--- src/design/mma_pkg.sv ---
// Shared types and constants of the multichannel moving average core.
`default_nettype none

package mma_pkg;

    localparam int CHANNELS    = 32;
    localparam int WINDOW      = 100;

    localparam int CH_W        = 5;
    localparam int SAMPLE_W    = 15;
    localparam int SUM_W       = 22;
    localparam int CNT_W       = $clog2(WINDOW + 1);
    localparam int CH_IDX_W    = (CHANNELS > 1) ? $clog2(CHANNELS) : 1;
    localparam int RING_DEPTH  = CHANNELS * WINDOW;
    localparam int ADDR_W      = (RING_DEPTH > 1) ? $clog2(RING_DEPTH) : 1;
    localparam int DIV_CNT_W   = $clog2(SUM_W);

    localparam int QUEUE_DEPTH = 2;
    localparam int QPTR_W      = (QUEUE_DEPTH > 1) ? $clog2(QUEUE_DEPTH) : 1;
    localparam int QCNT_W      = $clog2(QUEUE_DEPTH + 1);

    typedef struct packed {
        logic [CH_W-1:0]     channel;
        logic [SAMPLE_W-1:0] sample;
    } in_item_t;

    typedef struct packed {
        logic [CH_W-1:0]     channel_out;
        logic [SAMPLE_W-1:0] average;
    } out_item_t;

    typedef struct packed {
        logic             start;
        logic [SUM_W-1:0] dividend;
        logic [CNT_W-1:0] divisor;
    } div_req_t;

    typedef struct packed {
        logic             done;
        logic [SUM_W-1:0] quotient;
    } div_rsp_t;

    typedef enum logic [2:0] {
        BK_IDLE,
        BK_READ,
        BK_UPDATE,
        BK_DIV,
        BK_OUT
    } back_state_t;

endpackage

`default_nettype wire

--- src/design/mma_front.sv ---
// Front end: accept samples, drop unknown channels, queue them for the back end.
`default_nettype none

module mma_front
(
    input  wire logic             clk,
    input  wire logic             rst_n,
    input  wire logic             push,
    output logic                  full,
    input  wire mma_pkg::in_item_t item,
    output mma_pkg::in_item_t     head,
    output logic                  head_valid,
    input  wire logic             take
);

    mma_pkg::in_item_t                queue_reg [mma_pkg::QUEUE_DEPTH];
    logic [mma_pkg::QPTR_W-1:0]       wr_ptr_reg, wr_ptr_next;
    logic [mma_pkg::QPTR_W-1:0]       rd_ptr_reg, rd_ptr_next;
    logic [mma_pkg::QCNT_W-1:0]       count_reg, count_next;
    logic                             in_range;
    logic                             wr_en;
    logic                             rd_en;

    assign full       = (count_reg == mma_pkg::QCNT_W'(mma_pkg::QUEUE_DEPTH));
    assign head_valid = (count_reg != '0);
    assign head       = queue_reg[rd_ptr_reg];

    // Classify: a channel past the last one is accepted and dropped.
    assign in_range = (32'(item.channel) < 32'(mma_pkg::CHANNELS));
    assign wr_en    = push && !full && in_range;
    assign rd_en    = take && head_valid;

    always_comb
    begin
        wr_ptr_next = wr_ptr_reg;
        rd_ptr_next = rd_ptr_reg;
        count_next  = count_reg;
        if (wr_en)
        begin
            wr_ptr_next = (wr_ptr_reg == mma_pkg::QPTR_W'(mma_pkg::QUEUE_DEPTH - 1))
                          ? '0 : wr_ptr_reg + 1'b1;
        end
        if (rd_en)
        begin
            rd_ptr_next = (rd_ptr_reg == mma_pkg::QPTR_W'(mma_pkg::QUEUE_DEPTH - 1))
                          ? '0 : rd_ptr_reg + 1'b1;
        end
        if (wr_en && !rd_en)
        begin
            count_next = count_reg + 1'b1;
        end
        else if (rd_en && !wr_en)
        begin
            count_next = count_reg - 1'b1;
        end
    end

    always_ff @(posedge clk or negedge rst_n)
    begin
        if (!rst_n)
        begin
            wr_ptr_reg <= '0;
            rd_ptr_reg <= '0;
            count_reg  <= '0;
        end
        else
        begin
            wr_ptr_reg <= wr_ptr_next;
            rd_ptr_reg <= rd_ptr_next;
            count_reg  <= count_next;
        end
    end

    always_ff @(posedge clk)
    begin
        if (wr_en)
        begin
            queue_reg[wr_ptr_reg] <= item;
        end
    end

endmodule

`default_nettype wire

--- config.mk ---
export PLATFORM = sky130hd
export DESIGN_NAME = mma_front
export DESIGN_NICKNAME = d
export VERILOG_FILES = /design/src/design/mma_pkg.sv /design/src/design/mma_front.sv
export SDC_FILE = /design/constraint.sdc
export NUM_CORES = 1
export LEC_CHECK = 0
export BUFFER_PORTS_ARGS = -buffer_cell sky130_fd_sc_hd__buf_2
export CAP_MARGIN = 10
export CORE_ASPECT_RATIO = 0.7
export CORE_MARGIN = 4
export CORE_UTILIZATION = 51
export CTS_CLUSTER_DIAMETER = 100
export DETAILED_ROUTE_END_ITERATION = 10
export GPL_TIMING_DRIVEN = 0
export PLACE_DENSITY = 0.85
export SETUP_SLACK_MARGIN = 0.05
export SLEW_MARGIN = 20
export SYNTH_ARGS = -nofsm -noshare
export SYNTH_HDL_FRONTEND = slang
export SYNTH_SLANG_ARGS = --single-unit
--- constraint.sdc ---
create_clock -name clk -period 2.5 [get_ports clk]
set_clock_uncertainty 0.2 [all_clocks]
set_input_delay 0.5 -clock clk [delete_from_list [all_inputs] [get_ports clk]]
set_output_delay 0.5 -clock clk [all_outputs]
set_load 0.01 [all_outputs]
==> reports/results.txt <==
Number of flip-flops in the largest register: 40
Hold Buf Count CTS: 1
Reg power frac: 0.459
Post-synth top area cell: edfxtp_1
Min Tclk post-route: 2.041 ns
Crit. Startpoint: rd_ptr_reg
Initial Utilization: 0.5416
Cell with the most instances after synthesis: edfxtp_1
P&R area growth vs syn: 21.87%
Clk_lat worst skew: 0.28 ns
Rel. slew slack: 0.3911
FF+latch count, synth: 44
Synthesized net count: 106
Post-Synth Adder-Cell Area: 0.007241
Die span in y: 56.70 um
Yosys top cell area share: 0.6951
Post-Synth Simple-Gate Area: 0.02534
Die Span X: 77.57 um
Critical Path AT: 1.34 ns
Antenna viol nets, final: 0
DRT Pass-1 Iters: 4
Peak VDD IR: 0.5420 mV
Clock Power Share: 0.172
Synth top cells by count: 40 x edfxtp_1, 19 x mux2_4, 4 x dfrtp_1
Final net count: 160
Post-synthesis mux area share: 0.1716
PortBufs: 45
H-tree level count: 2
Post-DR wirelength/cell: 15.42 um
Iter 0 DRT Violations: 31
Status: complete, no violations
Vias in the first global route: 872
RSZ-0062 raised after global routing: no
Row cnt: 17
Endpoint, Worst Hold: queue_reg[1][5]
Min-delay src: item[5]
Logic pwr share: 0.370
Synth Area in XOR/XNOR: 0.02534
Placer Congestion: 0.7304
Synth area leaders: edfxtp_1 70%, mux2_4 17%, dfrtp_1 5.8%, xnor2_1 1.5%, buf_6 1.3%
Min-Delay Path Class: primary input to register
Critical Setup Path Class: register to output port
Synth Area in Compound Gates: 0
Clock-pin slew on the worst setup and hold paths: 0.08 ns
Worst R2R Start: count_reg[0]
Initial antenna violation count: 0
Leakage: 0.8825 nW
Root buffer cell: clkbuf_8
Asr flop ratio synth: 0.09091
# resized after CTS: 0
Number of synthesized flops with an enable pin: 40
Startpoint types: register
Fill count: 226
Dominant synthesized flop cell: edfxtp_1
Psw: 0.6977 mW
Largest family of logic cells by synthesized area: multiplexers
First-pass GRT wire length: 4388 um
Inst Count DP: 165
DP Area: 2014 um2
Total clock sinks: 44
Routed via count: 848
Least-Margin Pin Slew: 0.9133 ns
Sequential area share after synthesis: 0.7531
Reg2reg setup slack: 0.55 ns
Fraction of layout instances using a drive strength above 1: 0.5662
Reg area: 1301 um2
Number of I/O pins: 46
Total Die Area: 4398 um2
Diode count: 0
Post-route cell area: 2106 um2
Core Region: 3191 um2
Detail Placement HPWL: 1919 um
R2r endpoint: queue_reg[1][8]
Req. time, crit path: 1.80 ns
Total gr overflow: 0
Final setup vio count: 0
Drt drc: 0
Yosys cell types: 15
Multi-input logic area: 399.1 um2
Critical Path Sink Type: output port
Post-CTS Setup Inserts: 0
MaxCap Viol Count: 0
PwrDens: 1129 nW/um2
Total CTS buffers: 5
Fmax: 0.4899 GHz
Switch share: 0.2934
Part of the cycle the worst path needs: 0.8165
Fin. Hold Viols: 0
Synthesized area: 1728 um2
Fin. max-slew vios: 0
Post-synthesis average cell area: 21.33 um2
Routed WL: 2683 um
Clock Path Buffers: 2
Total GRT Usage: 0.1372
Via density: 4.874
Yosys synthesis warning count: 0
Cells on Worst Hold Path: 1
Setup TNS: 0 ns
TritonCTS clock tree: yes
Post-Synthesis Cells: 81
Crit-path max FO: 10
Largest net degree at the start of global routing: 21
Reg2reg path depth: 2
Layout Cells excl Fill: 174
Internal: 1.680 mW
Util after Layout: 0.6600
-- layout make-up --
| type | instances | share of cell area |
|---|---|---|
| sequential | 44 | 0.6179 |
| multi-input combinational | 33 | 0.1895 |
| timing repair buffer | 47 | 0.1171 |
| clock buffer | 7 | 0.03624 |
| tap | 38 | 0.02258 |
| buffer | 2 | 0.01070 |
| inverter | 2 | 0.003565 |
| clock inverter | 1 | 0.002377 |
-- worst max-delay path: stages (launching register included) --
cell and delay (ns):
dfrtp_1 0.40, buf_6 0.20, mux2_4 0.32, buf_2 0.14
-- metrics by stage --
stage	worst slack (ns)	total power, mW	hold slack [ns]
2_1_floorplan	0.4134	1.718	0.004409
3_3_place_gp	-0.04919	1.955	0.1098
3_5_place_dp	0.5000	2.001	0.1152
4_1_cts	0.4377	2.408	0.1867
5_1_grt	0.3932	2.518	0.1755
6_report	0.4589	2.378	0.1986
-- metal layers --
metal  wire length (um)  share of wire  up-vias  track usage
li1                   -              -      411            -
met1               1199           0.45      407       0.1626
met2               1318           0.49       28       0.2103
met3                141          0.053        2      0.06410
met4                 24         0.0089        0      0.06853
met5                  0              0        -            0
-- cell usage in the layout, fill, tap and decap left out --
cell,Yosys,routed
and3_1,1,1
buf_2,0,45
buf_6,2,3
clkbuf_1,0,2
clkbuf_8,0,5
clkinv_2,0,1
dfrtp_1,4,4
dlygate4sd3_1,0,1
edfxtp_1,40,40
ha_1,1,1
inv_1,2,2
mux2_2,1,1
mux2_4,19,19
nand2_1,1,1
nand2_4,1,1
nand2b_1,1,1
nor2_1,2,1
nor2_2,0,1
or2_4,1,1
xnor2_1,3,3
xor2_1,2,2
-- worst max-delay path by stage --
stage	end	depth (start not counted)
CTS	head[9]	3
detailed placement	queue_reg[1][14]	2
global route	head[9]	3
finish	head[9]	3
floorplan	queue_reg[0][0]	3
global placement	queue_reg[0][3]	3
-- cells by family after synthesis --
family	after synthesis
fa+ha+maj	1
buf+inv	4
mux	20
simple gates	7
xor+xnor	5
flops	44
-- power by group through the flow --
stage / clock (mW) / sequential [mW] / combinational, mW
after floorplan: 0 / 1.08 / 0.634
after global placement: 0 / 1.09 / 0.863
after detailed placement: 0 / 1.11 / 0.893
after CTS: 0.417 / 1.09 / 0.898
after global routing: 0.458 / 1.11 / 0.950
final: 0.408 / 1.09 / 0.879
Note: power is estimated with default switching activity, not from simulation.
